[src/design/assert_macros.svh]
// assert_macros.svh: assertion macros for the ellipse outline rasterizer.
// Expects signals clk and rst_n in the scope of each use.
`ifndef ASSERT_MACROS_SVH
`define ASSERT_MACROS_SVH

// Same-cycle implication, disabled during reset.
`define EOR_ASSERT_IMP(lbl, ante, cons, msg) \
  lbl: assert property (@(posedge clk) disable iff (!rst_n) (ante) |-> (cons)) \
    else $error(msg);

// Next-cycle implication, disabled during reset.
`define EOR_ASSERT_NXT(lbl, ante, cons, msg) \
  lbl: assert property (@(posedge clk) disable iff (!rst_n) (ante) |=> (cons)) \
    else $error(msg);

`endif

[src/design/eor_pkg.sv]
// eor_pkg: item types, microcode control word and microprogram ROM
// for the ellipse outline rasterizer. No dependencies.
package eor_pkg;

  localparam int unsigned RADIUS_BITS_DEF = 10;
  localparam int unsigned COORD_BITS_DEF  = 16;

  localparam logic OP_START = 1'b0;
  localparam logic OP_STEP  = 1'b1;

  typedef struct packed {
    logic               opcode;
    logic signed [15:0] centre_x;
    logic signed [15:0] centre_y;
    logic        [9:0]  radius_h;
    logic        [9:0]  radius_v;
    logic        [15:0] pixel_colour;
  } in_item_t;

  typedef struct packed {
    logic               pixel_valid;
    logic signed [15:0] out_x;
    logic signed [15:0] out_y;
    logic        [15:0] out_colour;
    logic               last_of_step;
    logic               finished;
  } out_item_t;

  // Multiplier operand selection.
  typedef enum logic [2:0] {
    MUL_OFF, MUL_AA, MUL_BB, MUL_HB, MUL_VX, MUL_HY
  } mul_op_t;

  // Datapath operation of one microstep.
  typedef enum logic [3:0] {
    DP_NOP, DP_LD_SQH, DP_LD_SQV, DP_LD_ERR, DP_LD_CRIT,
    DP_CMP_A, DP_CMP_B, DP_CMP_C, DP_EMIT, DP_EMPTY,
    DP_DX, DP_EX, DP_DY, DP_EY
  } dp_op_t;

  // Quadrant of an emitted pixel: sign of x offset, sign of y offset.
  typedef enum logic [1:0] {Q_PP, Q_NN, Q_PN, Q_NP} quad_t;

  typedef enum logic [2:0] {
    J_NEXT, J_WAIT, J_GOTO, J_IF_LAST, J_IF_NOX, J_IF_NOY
  } jmp_t;

  typedef logic [4:0] upc_t;

  localparam upc_t U_IDLE  = 5'd0;
  localparam upc_t U_ST0   = 5'd1;
  localparam upc_t U_ST1   = 5'd2;
  localparam upc_t U_ST2   = 5'd3;
  localparam upc_t U_ST3   = 5'd4;
  localparam upc_t U_ST4   = 5'd5;
  localparam upc_t U_SP0   = 5'd6;
  localparam upc_t U_SP1   = 5'd7;
  localparam upc_t U_SP2   = 5'd8;
  localparam upc_t U_SP3   = 5'd9;
  localparam upc_t U_E0    = 5'd10;
  localparam upc_t U_E1    = 5'd11;
  localparam upc_t U_E2    = 5'd12;
  localparam upc_t U_E3    = 5'd13;
  localparam upc_t U_UX0   = 5'd14;
  localparam upc_t U_UX1   = 5'd15;
  localparam upc_t U_UY0   = 5'd16;
  localparam upc_t U_UY1   = 5'd17;
  localparam upc_t U_EMPTY = 5'd18;

  typedef struct packed {
    mul_op_t mul;
    dp_op_t  op;
    quad_t   quad;
    jmp_t    jmp;
    upc_t    target;
  } ctrl_t;

  function automatic ctrl_t cw(mul_op_t m, dp_op_t o, quad_t q, jmp_t j, upc_t t);
    ctrl_t c;
    c.mul    = m;
    c.op     = o;
    c.quad   = q;
    c.jmp    = j;
    c.target = t;
    return c;
  endfunction

  // Microprogram: start routine, step routine (products, compares,
  // mirrored emission, advance), and the empty result of an idle step.
  function automatic ctrl_t ucode(upc_t pc);
    ctrl_t c;
    case (pc)
      U_IDLE:  c = cw(MUL_OFF, DP_NOP,     Q_PP, J_WAIT,    U_IDLE);
      U_ST0:   c = cw(MUL_AA,  DP_NOP,     Q_PP, J_NEXT,    U_IDLE);
      U_ST1:   c = cw(MUL_BB,  DP_LD_SQH,  Q_PP, J_NEXT,    U_IDLE);
      U_ST2:   c = cw(MUL_HB,  DP_LD_SQV,  Q_PP, J_NEXT,    U_IDLE);
      U_ST3:   c = cw(MUL_OFF, DP_LD_ERR,  Q_PP, J_NEXT,    U_IDLE);
      U_ST4:   c = cw(MUL_OFF, DP_LD_CRIT, Q_PP, J_GOTO,    U_IDLE);
      U_SP0:   c = cw(MUL_VX,  DP_NOP,     Q_PP, J_NEXT,    U_IDLE);
      U_SP1:   c = cw(MUL_HY,  DP_CMP_A,   Q_PP, J_NEXT,    U_IDLE);
      U_SP2:   c = cw(MUL_OFF, DP_CMP_B,   Q_PP, J_NEXT,    U_IDLE);
      U_SP3:   c = cw(MUL_OFF, DP_CMP_C,   Q_PP, J_NEXT,    U_IDLE);
      U_E0:    c = cw(MUL_OFF, DP_EMIT,    Q_PP, J_IF_LAST, U_UX0);
      U_E1:    c = cw(MUL_OFF, DP_EMIT,    Q_NN, J_IF_LAST, U_UX0);
      U_E2:    c = cw(MUL_OFF, DP_EMIT,    Q_PN, J_NEXT,    U_IDLE);
      U_E3:    c = cw(MUL_OFF, DP_EMIT,    Q_NP, J_NEXT,    U_IDLE);
      U_UX0:   c = cw(MUL_OFF, DP_DX,      Q_PP, J_IF_NOX,  U_UY0);
      U_UX1:   c = cw(MUL_OFF, DP_EX,      Q_PP, J_NEXT,    U_IDLE);
      U_UY0:   c = cw(MUL_OFF, DP_DY,      Q_PP, J_IF_NOY,  U_IDLE);
      U_UY1:   c = cw(MUL_OFF, DP_EY,      Q_PP, J_GOTO,    U_IDLE);
      U_EMPTY: c = cw(MUL_OFF, DP_EMPTY,   Q_PP, J_GOTO,    U_IDLE);
      default: c = cw(MUL_OFF, DP_NOP,     Q_PP, J_GOTO,    U_IDLE);
    endcase
    return c;
  endfunction

endpackage

[src/design/ellipse_outline_rasterizer.sv]
// ellipse_outline_rasterizer: microcoded midpoint ellipse outline walker.
// Depends on eor_pkg (types, microprogram ROM) and assert_macros.svh.
//
// Usage:
//   in_valid/in_ready/in_data carry one in_item_t per item. A start item
//   (opcode 0) loads centre, radii and colour and produces no result. A step
//   item (opcode 1) runs one iteration of the walk and produces 1, 2 or 4
//   mirrored pixels on out_valid/out_ready/out_data; the last one carries
//   last_of_step, and finished as well when the walk is over. A step while
//   no ellipse is active produces one empty result with last_of_step and
//   finished set.
//   Rate: one item at a time, set by the microprogram counter that walks a
//   single shared 2R x (R+2) multiplier and one add/compare unit. A start
//   runs its load routine from acceptance back to ready. A step runs its
//   products and compares, one emit microstep per pixel, and then the
//   advance in x and in y before the next step item can be accepted.
//   Reset (rst_n low, synchronous) returns the sequencer to idle, drops any
//   pending result and marks no ellipse active.
//   When the receiver stalls, the sequencer holds on its emit step until the
//   output register frees; a last result may still wait in that register
//   while the next item is accepted.
`include "assert_macros.svh"

module ellipse_outline_rasterizer import eor_pkg::*; #(
  parameter int unsigned RADIUS_BITS = RADIUS_BITS_DEF,
  parameter int unsigned COORD_BITS  = COORD_BITS_DEF
) (
  input  logic      clk,
  input  logic      rst_n,
  input  logic      in_valid,
  output logic      in_ready,
  input  in_item_t  in_data,
  output logic      out_valid,
  input  logic      out_ready,
  output out_item_t out_data
);

  // Widths of the walk: squares, positions, products, criteria, error terms.
  localparam int unsigned SQ_W   = 2 * RADIUS_BITS;
  localparam int unsigned PX_W   = RADIUS_BITS + 1;
  localparam int unsigned PY_W   = RADIUS_BITS + 2;
  localparam int unsigned PROD_W = SQ_W + PY_W + 1;
  localparam int unsigned CRIT_W = 2 * RADIUS_BITS + 4;
  localparam int unsigned ERR_W  = 4 * RADIUS_BITS + 8;

  // Sequencer.
  upc_t  upc_r, upc_nxt;
  ctrl_t cw_cur;

  // Walk state.
  logic                     active_r, active_nxt;
  logic        [PX_W-1:0]   pos_x_r, pos_x_nxt;
  logic signed [PY_W-1:0]   pos_y_r, pos_y_nxt;
  logic signed [COORD_BITS-1:0] cx_r, cx_nxt;
  logic signed [COORD_BITS-1:0] cy_r, cy_nxt;
  logic [RADIUS_BITS-1:0]   rad_h_r, rad_h_nxt;
  logic [15:0]              colour_r, colour_nxt;
  logic [SQ_W-1:0]          sq_h_r, sq_h_nxt;
  logic [SQ_W-1:0]          sq_v_r, sq_v_nxt;
  logic signed [CRIT_W-1:0] crit_r [3];
  logic signed [CRIT_W-1:0] crit_nxt [3];
  logic signed [ERR_W-1:0]  err_r, err_nxt;
  logic signed [ERR_W-1:0]  dxt_r, dxt_nxt;
  logic signed [ERR_W-1:0]  dyt_r, dyt_nxt;
  logic signed [PROD_W-1:0] prod_r, prod_nxt;
  logic                     flag_a_r, flag_a_nxt;
  logic                     flag_b_r, flag_b_nxt;
  logic                     le_c_r, le_c_nxt;

  // Output register.
  logic      out_valid_r, out_valid_nxt;
  out_item_t out_data_r, out_data_nxt;

  // Datapath signals.
  logic                     in_fire;
  logic                     out_free;
  logic                     emit_op;
  logic                     emit_fire;
  logic [SQ_W-1:0]          mul_a;
  logic signed [PY_W-1:0]   mul_b;
  logic signed [PROD_W-1:0] mul_p;
  logic signed [ERR_W-1:0]  prod_x;
  logic signed [ERR_W-1:0]  cmp_lhs;
  logic signed [ERR_W-1:0]  cmp_rhs;
  logic                     cmp_le;
  logic                     incx;
  logic                     decy;
  logic        [PX_W-1:0]   x_new;
  logic signed [PY_W-1:0]   y_new;
  logic                     walk_done;
  logic                     last_emit;
  logic signed [PY_W-1:0]   px_s;
  logic signed [PY_W-1:0]   off_x;
  logic signed [PY_W-1:0]   off_y;
  logic signed [COORD_BITS-1:0] pix_x;
  logic signed [COORD_BITS-1:0] pix_y;
  logic [RADIUS_BITS-1:0]   in_rad_h;
  logic [RADIUS_BITS-1:0]   in_rad_v;

  assign cw_cur    = ucode(upc_r);
  assign in_ready  = (upc_r == U_IDLE);
  assign in_fire   = in_valid && in_ready;
  assign out_free  = !out_valid_r || out_ready;
  assign emit_op   = (cw_cur.op == DP_EMIT) || (cw_cur.op == DP_EMPTY);
  assign emit_fire = emit_op && out_free;

  // Radii are taken modulo 2^RADIUS_BITS.
  assign in_rad_h = RADIUS_BITS'(in_data.radius_h);
  assign in_rad_v = RADIUS_BITS'(in_data.radius_v);

  // Direction of the advance, decided by the three compares:
  // step only in x when either inside criterion holds, diagonally when only
  // the third compare holds, else only in y.
  assign incx = flag_a_r || flag_b_r || le_c_r;
  assign decy = !(flag_a_r || flag_b_r);

  // Position after the advance; the walk ends when it leaves the quadrant.
  assign x_new     = pos_x_r + PX_W'(incx);
  assign y_new     = pos_y_r - $signed(PY_W'(decy));
  assign walk_done = y_new[PY_W-1] || (x_new > PX_W'(rad_h_r));

  // Mirrored pixels without duplicates on the axes.
  always_comb begin
    case (cw_cur.quad)
      Q_PP:    last_emit = (pos_x_r == '0) && (pos_y_r == '0);
      Q_NN:    last_emit = (pos_x_r == '0) || (pos_y_r == '0);
      Q_PN:    last_emit = 1'b0;
      Q_NP:    last_emit = 1'b1;
      default: last_emit = 1'b1;
    endcase
  end

  assign px_s  = $signed(PY_W'(pos_x_r));
  assign off_x = ((cw_cur.quad == Q_NN) || (cw_cur.quad == Q_NP)) ? -px_s : px_s;
  assign off_y = ((cw_cur.quad == Q_NN) || (cw_cur.quad == Q_PN)) ? -pos_y_r : pos_y_r;
  assign pix_x = cx_r + COORD_BITS'(off_x);
  assign pix_y = cy_r + COORD_BITS'(off_y);

  // Shared multiplier: unsigned square-sized operand times signed position or radius.
  always_comb begin
    case (cw_cur.mul)
      MUL_AA: begin
        mul_a = SQ_W'(rad_h_r);
        mul_b = $signed(PY_W'(rad_h_r));
      end
      MUL_BB: begin
        mul_a = SQ_W'(pos_y_r[RADIUS_BITS-1:0]);
        mul_b = pos_y_r;
      end
      MUL_HB: begin
        mul_a = sq_h_r;
        mul_b = pos_y_r;
      end
      MUL_VX: begin
        mul_a = sq_v_r;
        mul_b = px_s;
      end
      MUL_HY: begin
        mul_a = sq_h_r;
        mul_b = pos_y_r;
      end
      default: begin
        mul_a = '0;
        mul_b = '0;
      end
    endcase
  end

  assign mul_p = PROD_W'($signed({1'b0, mul_a})) * PROD_W'(mul_b);

  // Add/compare unit: error term plus or minus the held product against
  // one criterion.
  assign prod_x  = ERR_W'(prod_r);
  assign cmp_lhs = (cw_cur.op == DP_CMP_C) ? (err_r - prod_x) : (err_r + prod_x);

  always_comb begin
    case (cw_cur.op)
      DP_CMP_A: cmp_rhs = ERR_W'(crit_r[0]);
      DP_CMP_B: cmp_rhs = ERR_W'(crit_r[2]);
      DP_CMP_C: cmp_rhs = ERR_W'(crit_r[1]);
      default:  cmp_rhs = ERR_W'(crit_r[0]);
    endcase
  end

  assign cmp_le = (cmp_lhs <= cmp_rhs);

  // Next microstep.
  always_comb begin
    upc_nxt = upc_r;
    if (!(emit_op && !out_free)) begin
      case (cw_cur.jmp)
        J_WAIT: begin
          if (in_fire) begin
            if (in_data.opcode == OP_STEP) begin
              upc_nxt = active_r ? U_SP0 : U_EMPTY;
            end else begin
              upc_nxt = U_ST0;
            end
          end
        end
        J_NEXT:    upc_nxt = upc_t'(upc_r + 1'b1);
        J_GOTO:    upc_nxt = cw_cur.target;
        J_IF_LAST: upc_nxt = last_emit ? cw_cur.target : upc_t'(upc_r + 1'b1);
        J_IF_NOX:  upc_nxt = !incx ? cw_cur.target : upc_t'(upc_r + 1'b1);
        J_IF_NOY:  upc_nxt = !decy ? cw_cur.target : upc_t'(upc_r + 1'b1);
        default:   upc_nxt = U_IDLE;
      endcase
    end
  end

  // Datapath and output register, driven by the control word.
  always_comb begin
    active_nxt    = active_r;
    pos_x_nxt     = pos_x_r;
    pos_y_nxt     = pos_y_r;
    cx_nxt        = cx_r;
    cy_nxt        = cy_r;
    rad_h_nxt     = rad_h_r;
    colour_nxt    = colour_r;
    sq_h_nxt      = sq_h_r;
    sq_v_nxt      = sq_v_r;
    crit_nxt      = crit_r;
    err_nxt       = err_r;
    dxt_nxt       = dxt_r;
    dyt_nxt       = dyt_r;
    prod_nxt      = (cw_cur.mul != MUL_OFF) ? mul_p : prod_r;
    flag_a_nxt    = flag_a_r;
    flag_b_nxt    = flag_b_r;
    le_c_nxt      = le_c_r;
    out_valid_nxt = out_valid_r && !out_ready;
    out_data_nxt  = out_data_r;

    // Load a new ellipse; any walk in progress is dropped.
    if (in_fire && (in_data.opcode == OP_START)) begin
      active_nxt = 1'b1;
      cx_nxt     = COORD_BITS'(in_data.centre_x);
      cy_nxt     = COORD_BITS'(in_data.centre_y);
      rad_h_nxt  = in_rad_h;
      colour_nxt = in_data.pixel_colour;
      pos_x_nxt  = '0;
      pos_y_nxt  = $signed(PY_W'(in_rad_v));
      dxt_nxt    = '0;
    end

    case (cw_cur.op)
      DP_LD_SQH: sq_h_nxt = prod_r[SQ_W-1:0];
      DP_LD_SQV: sq_v_nxt = prod_r[SQ_W-1:0];
      DP_LD_ERR: begin
        err_nxt     = -prod_x;
        crit_nxt[2] = $signed(CRIT_W'(0) - (CRIT_W'(sq_v_r >> 2) + CRIT_W'(pos_y_r[0])));
      end
      DP_LD_CRIT: begin
        dyt_nxt     = err_r <<< 1;
        crit_nxt[0] = $signed(CRIT_W'(0) - (CRIT_W'(sq_h_r >> 2) + CRIT_W'(rad_h_r[0])
                      + CRIT_W'(sq_v_r)));
        crit_nxt[1] = $signed(CRIT_W'(0) - (CRIT_W'(sq_v_r >> 2) + CRIT_W'(pos_y_r[0])
                      + CRIT_W'(sq_h_r)));
      end
      DP_CMP_A: flag_a_nxt = cmp_le;
      DP_CMP_B: flag_b_nxt = cmp_le;
      DP_CMP_C: le_c_nxt   = cmp_le;
      DP_EMIT: begin
        if (out_free) begin
          out_valid_nxt             = 1'b1;
          out_data_nxt.pixel_valid  = 1'b1;
          out_data_nxt.out_x        = 16'(pix_x);
          out_data_nxt.out_y        = 16'(pix_y);
          out_data_nxt.out_colour   = colour_r;
          out_data_nxt.last_of_step = last_emit;
          out_data_nxt.finished     = last_emit && walk_done;
          // Mark the ellipse inactive once the final pixel of the walk is out.
          if (last_emit && walk_done) begin
            active_nxt = 1'b0;
          end
        end
      end
      DP_EMPTY: begin
        if (out_free) begin
          out_valid_nxt             = 1'b1;
          out_data_nxt.pixel_valid  = 1'b0;
          out_data_nxt.out_x        = '0;
          out_data_nxt.out_y        = '0;
          out_data_nxt.out_colour   = '0;
          out_data_nxt.last_of_step = 1'b1;
          out_data_nxt.finished     = 1'b1;
        end
      end
      DP_DX: begin
        if (incx) begin
          dxt_nxt = dxt_r + $signed(ERR_W'({sq_v_r, 1'b0}));
        end
      end
      DP_EX: begin
        if (incx) begin
          err_nxt   = err_r + dxt_r;
          pos_x_nxt = x_new;
        end
      end
      DP_DY: begin
        if (decy) begin
          dyt_nxt = dyt_r + $signed(ERR_W'({sq_h_r, 1'b0}));
        end
      end
      DP_EY: begin
        if (decy) begin
          err_nxt   = err_r + dyt_r;
          pos_y_nxt = y_new;
        end
      end
      default: begin
      end
    endcase
  end

  // Control state: cleared by reset.
  always_ff @(posedge clk) begin
    if (!rst_n) begin
      upc_r       <= U_IDLE;
      active_r    <= 1'b0;
      out_valid_r <= 1'b0;
    end else begin
      upc_r       <= upc_nxt;
      active_r    <= active_nxt;
      out_valid_r <= out_valid_nxt;
    end
  end

  // Payload: loaded before use, no reset.
  always_ff @(posedge clk) begin
    pos_x_r    <= pos_x_nxt;
    pos_y_r    <= pos_y_nxt;
    cx_r       <= cx_nxt;
    cy_r       <= cy_nxt;
    rad_h_r    <= rad_h_nxt;
    colour_r   <= colour_nxt;
    sq_h_r     <= sq_h_nxt;
    sq_v_r     <= sq_v_nxt;
    crit_r     <= crit_nxt;
    err_r      <= err_nxt;
    dxt_r      <= dxt_nxt;
    dyt_r      <= dyt_nxt;
    prod_r     <= prod_nxt;
    flag_a_r   <= flag_a_nxt;
    flag_b_r   <= flag_b_nxt;
    le_c_r     <= le_c_nxt;
    out_data_r <= out_data_nxt;
  end

  assign out_valid = out_valid_r;
  assign out_data  = out_data_r;

  // An accepted item always starts a routine, so the block is busy next cycle.
  `EOR_ASSERT_NXT(a_busy_after_accept, in_fire, !in_ready, "ready held after accept")

  // Between items an active walk stays inside its quadrant.
  `EOR_ASSERT_IMP(a_walk_in_range, active_r && (upc_r == U_IDLE),
    !pos_y_r[PY_W-1] && (pos_x_r <= PX_W'(rad_h_r)), "active walk out of range")

  // A result handed to the output register is presented next cycle.
  `EOR_ASSERT_NXT(a_emit_lands, emit_fire, out_valid, "emitted result lost")

endmodule
[config.mk]
export PLATFORM = sky130hd
export DESIGN_NAME = ellipse_outline_rasterizer
export DESIGN_NICKNAME = d
export VERILOG_FILES = /design/src/design/eor_pkg.sv /design/src/design/ellipse_outline_rasterizer.sv
export VERILOG_INCLUDE_DIRS = /design/src /design/src/design
export SDC_FILE = /design/constraint.sdc
export NUM_CORES = 2
export LEC_CHECK = 0
export ABC_CLOCK_PERIOD_IN_PS = 9600
export BUFFER_PORTS_ARGS = -buffer_cell sky130_fd_sc_hd__buf_2
export CAP_MARGIN = 0
export CORE_AREA = 8 8 190 372
export CTS_BUF_LIST = sky130_fd_sc_hd__clkbuf_4 sky130_fd_sc_hd__clkbuf_8
export DETAILED_ROUTE_END_ITERATION = 7
export DIE_AREA = 0 0 198 380
export GPL_ROUTABILITY_DRIVEN = 0
export PLACE_DENSITY = 0.79
export SETUP_SLACK_MARGIN = 0.3
export SKIP_LAST_GASP = 1
export SYNTH_ARGS = -nofsm -noshare
export SYNTH_HDL_FRONTEND = slang
export SYNTH_SLANG_ARGS = --single-unit
[constraint.sdc]
create_clock -name clk -period 9.6 [get_ports clk]
set_clock_uncertainty 0.2 [all_clocks]
set_input_delay 1.92 -clock clk [delete_from_list [all_inputs] [get_ports clk]]
set_output_delay 1.92 -clock clk [all_outputs]
set_load 0.01 [all_outputs]
# == Yosys cells after proc, flatten, opt, wreduce, memory -nomap -nowiden ==
# Memories as Yosys holds them, arrays and structs flattened. A register that Yosys moved wholly into a read port is not among the register bits.
# Index checks and enable logic that the tools add are counted.
# W data, S select, Z words.
# op_classes
n_reduce_logical,34
eq_ne,32
add_sub_neg,21
bitwise,2
muxes,39
order_cmp,2
multipliers,1
# ops
cell,n
$mux W48,7
$pmux W48 S2,2
$pmux W48 S3,1
$mux W51,2
$pmux W51 S2,1
$add A48 B22 Y48,2
$add A48 B48 Y48,2
$pmux W20 S4,1
$mux W12,5
$add A48 B33 Y48,1
$le A48 B48 Y1,1
$neg A33 Y48,1
$sub A48 B33 Y48,1
$sub A1 B21 Y22 const A,2
$add A19 B20 Y21,2
$mux W5,8
$add A18 B1 Y19,2
$pmux W12 S3,1
$mul A21 B12 Y33,1
$mux W11,3
$add A16 B12 Y16,2
$pmux W5 S6,1
$eq A4 B4 Y1 const B,6
$sub A1 B24 Y24 const A,1
32 further kinds,75
# word_totals
romBits,512
in_bits,73
ff_bits,431
n_memories,1
elab_cells,159
# mem_list
name,words,width,rd,rd_clocked_by_memory_dff,wr,line_no,source
(name not given),32,16,1,1,0,eor_pkg.sv:92,case (pc)

# == Longest topological paths before layout ==
# depth
word_depth,9
ltp_mapped,35
mapped_depth_nobuf,34

# == Least setup slack after synthesis ==
# No wires, ideal clock.
# synth_path
path_type,flip-flop to flip-flop
from,"reg, netlist name cw_cur[14]"
to,"reg prod_r[29], data pin"
arrival_ns,7.079
setup_time_ns,0.258
stages_incl_launch_ff,29
setup_slack_ns,2.064
path_cell_list,dfxtp_1 > clkbuf_1 > clkbuf_1 > clkbuf_1 > a21oi_1 > a211o_1 > o21ai_0 > clkbuf_1 > nand2_1 > fa_1 > inv_1 > ha_1 > fa_1 > fa_1 > inv_1 > fa_1 > inv_1 > ha_1 > nor2b_1 > o31a_1 > or2_2 > a31o_2 > a211o_1 > a31oi_1 > a21oi_1 > a211o_1 > a21o_1 > a21oi_1 > xnor2_1
# synth_via
elab_chain_cells,4
# synth_rtl
element,line_no,source
$eq A3 B3 Y1 or $eq A3 B2 Y1 (tied branches),ellipse_outline_rasterizer.sv:141,case (cw_cur.mul)
$reduce_or A3 Y1 (no source line) or $reduce_or A2 Y1 (tied branches),n/a,
$pmux W12 S3 or $pmux W20 S4 (tied branches),ellipse_outline_rasterizer.sv:141,
$mul A21 B12 Y33 *,ellipse_outline_rasterizer.sv:169,"assign mul_p = PROD_W'($signed({1'b0, mul_a})) * PROD_W'(mul_b);"
via mul_p[29],ellipse_outline_rasterizer.sv:81,logic signed [PROD_W-1:0] mul_p;
end signal: assignment,ellipse_outline_rasterizer.sv:342,prod_r <= prod_nxt;
end: declaration,ellipse_outline_rasterizer.sv:65,"logic signed [PROD_W-1:0] prod_r, prod_nxt;"
# Mark *: on every way through the listed nets, which the timed path passes. The rest lies on a longest branch.
# A chain may end at the register's enable or synchronous reset.

# == Final worst setup path ==
# layout_path
from,reg prod_r[2]
to,"reg flag_b_r, data pin"
# layout_via
elab_chain_cells,3
# layout_rtl
element,line_no,source
$add A48 B33 Y48 or $sub A48 B33 Y48 (tied branches),ellipse_outline_rasterizer.sv:174,assign cmp_lhs = (cw_cur.op == DP_CMP_C) ? (err_r - prod_x) : (err_r + prod_x);
$mux W48 *,ellipse_outline_rasterizer.sv:174,
$le A48 B48 Y1 *,ellipse_outline_rasterizer.sv:185,assign cmp_le = (cmp_lhs <= cmp_rhs);
via cmp_le,ellipse_outline_rasterizer.sv:85,logic cmp_le;
end signal: assignment,ellipse_outline_rasterizer.sv:344,flag_b_r <= flag_b_nxt;
end: declaration,ellipse_outline_rasterizer.sv:67,"logic flag_b_r, flag_b_nxt;"
# Marked as above.

==> flow_summary.yaml <==
synthesis:
  synthSimpleGateAreaFrac_pct: 15.6
  synth-compound-area-share_pct: 16.9
  synth.ff_latch_count: 440
  syn_area_mm2: 0.0422
  seq_area_frac_synth_pct: 29.2
  yosys-mux-area-fraction_pct: 1.79
  synth-xor-area-share_pct: 8.22
  ys.flop_type: "edfxtp_1"
  yosysWarnings: 0
  synth_top_family_by_area: "adder cells"
  avgSynthCellArea_um2: 9.04
  netlist_instances: 4667
  synth_enable_flop_cells: 349
  yosysUniqueCellTypes: 98
  synth_fa_ha_area_share_pct: 23.1
  synthesis.nets: 5405
  ys_async_sr_fraction_pct: 0
routing:
  drt-initial-drc-count: 2297
  finalWirelength_um: 129000
  post-route-drc-count: 2
  final_antenna_net_count: 0
  vias_per_cell: 6.33
  first_pass_iters: 8
  wl_per_cell_um: 22.7
  vias: 36000
clock_network:
  cts_tree: "built"
  cts_htree_levels: 2
  cts_sinks: 440
  post_cts_buffers: 0
  cts-resized-gates: 0
  cts-hold-fix-buffers: 0
  cts_buffers: 61
  cts_max_path_buffers: 3
  clk_latency_ns: 0.71
  cts.reportedPaths.clkPinSlew_ns: 0.10
  cts_root_buf: "clkbuf_8"
sta:
  rsz0062_at_grt: "false"
  setup_violations: 0
  timing.final.max_slew_violations: 0
  setup_ws_ns: 1.10
  min_period_ns: 8.50
  fmax_ghz: 0.118
  fin_crit_sh_pct: 88.5
  tightestPinTransition_ns: 1.11
  hold_viol: 0
  slew_headroom_pct: 26.1
  final.setup.tns_ns: 0
die:
  ios: 126
  die-area_mm2: 0.0752
  fp-row-count: 133
  start_util_pct: 64.2
  die_w_um: 198
  fp.dieH_um: 380
  fp.coreArea_mm2: 0.0657
power_and_ir_drop:
  p_leak_nw: 19.8
  ir_worst_vdd_uv: 145
  power_density_mw_per_mm2: 262
  p_total_mw: 11.8
critical_path:
  startpoint_type: "flip-flop"
  arrival_ns: 8.74
  worstSetupPathType: "reg -> reg"
  crit_fanout: 6
  timing.critical_path.mode_cell: "nand2_1"
  critical-path-top-delay-family: "simple AND/OR/NAND/NOR gates"
  slowest_stage: "xnor2_1"
  critical_path_required_ns: 9.84
  max_stage_delay_ns: 0.55
  rr_worst_depth: 29
  cp-end-kind: "flip-flop"
  cp.buffers_inverters: 0
  path_depth: 29
run:
  max_cap_viol_count: 0
global_route:
  grt.busiest_layer: "met2"
  grt_pass1_vias: 37300
  grt_max_degree: 93
  grt_use_met2_pct: 60.3
  antenna_found_initial: 9
  grt-ovfl-total: 0
  grt_usage_pct: 34.4
  grt_util_met3_pct: 6.55
  grt_pass1_wl_um: 200000
  use_met1_pct: 32.6
cells_and_area:
  instances_no_fill: 5679
  mostFrequentLayoutCells: "474 x nand2_1, 474 x ha_1, 408 x inv_1"
  area_growth_pct: 6.88
  final_nets: 5480
  drive_above_1_share_pct: 7.91
run_status:
  status: "complete, but fails checks"
  violations: "design-rule violations"
placement:
  portBuffers: 125
  dp.cells: 5556
  dp_hpwl_um: 101000
  post-place-ws_ns: 1.40
hold_path:
  min_path_type: "reg -> reg"
  holdPathStages: 2
## synthesized netlist by cell type, drive strengths merged, types with 10 or more instances
master	instances	area, um2
or2	16	100
mux2i	63	631
a31o	10	87.6
nor2	336	1270
a211oi	21	158
dfxtp	91	1820
nor4	13	81.3
o22ai	17	113
o21a	55	420
nor2b	54	338
or3	34	213
a31oi	49	313
xnor2	242	2120
mux2	11	124
o21ai	266	1340
inv	412	1550
a21o	126	946
o221ai	21	190
nand4	48	300
and3	52	330
a22oi	31	233
buf	18	106
fa	191	3820
xor2	154	1350
edfxtp	349	10500
and2	79	494
nand3	127	641
nand2	476	1800
ha	474	5930
nor3	86	468
clkbuf	148	556
o211ai	22	170
a21oi	318	1610
o21bai	45	338
a211o	16	140
nand2b	50	313
a221o	10	100
o31ai	21	158
## cell families (layout without fill, tap and decap cells)
kind of cell / Yosys count / after routing
XOR/XNOR: 396 / 396
adder cells (fa/ha/maj): 665 / 665
buffers and inverters: 579 / 705
other: 0 / 9
flip-flops: 440 / 440
AND/OR/NAND/NOR: 1400 / 1400
multiplexers: 74 / 74
AO/OA/AOI/OAI: 1113 / 1113
## worst paths after layout
path         startpoint       end  slack (ns)
min reg2reg    dxt_r[6]  dxt_r[6]        0.29
min            dxt_r[6]  dxt_r[6]        0.29
max reg2reg   prod_r[2]  flag_b_r        1.10
max           prod_r[2]  flag_b_r        1.10
## worst min-delay path: cells and delay by family (launching register included)
family        cells  cell delay, ns
flops             1            0.33
simple gates      2            0.12
## routing by layer
metal  vias to the layer above  part of all wire [%]  wire length [um]
met5                         -                0.0085                11
met4                         2                    12             15000
met3                       756                   6.7              8580
met2                      1586                    50             64400
met1                     17000                    32             41000
li1                      16600                     -                 -
## per-stage QoR
stage | hold WS (ns) | util [%] | cell area, um2
6_report | 0.291 | 68.6 | 45100
2_1_floorplan | 0.243 | - | 42200
3_3_place_gp | 0.268 | 66.5 | 43700
5_1_grt | 0.306 | 68.6 | 45100
4_1_cts | 0.291 | 68.5 | 45100
3_5_place_dp | 0.279 | 66.5 | 43700
## layout make-up
class | count | area, um2
antenna | 9 | 22.5
clock buffer | 92 | 1130
clock inverter | 22 | 226
fill | 5272 | 20600
inverter | 413 | 1550
multi-input combinational | 3648 | 27700
sequential | 440 | 12300
tap | 877 | 1100
timing repair buffer | 178 | 1020
## flip-flops by register name (all words and copies together) (netlist names), 5 cells and up
signal / cells
pos_x_r: 11
upc_r: 5
prod_r: 33
rad_h_r: 10
pos_y_r: 12
sq_v_r: 20
dxt_r: 48
colour_r: 16
cy_r: 16
crit_r: 68
err_r: 48
dyt_r: 47
cx_r: 16
out_data: 51
sq_h_r: 20
cw_cur: 14
## where the power goes
| group | total [mW] | internal (mW) | switching [mW] |
|---|---|---|---|
| registers | 3.30 | 2.74 | 0.559 |
| logic | 6.87 | 2.69 | 4.18 |
| clock network | 1.65 | 0.865 | 0.784 |
No activity file was read; power rests on OpenSTA's default activity.
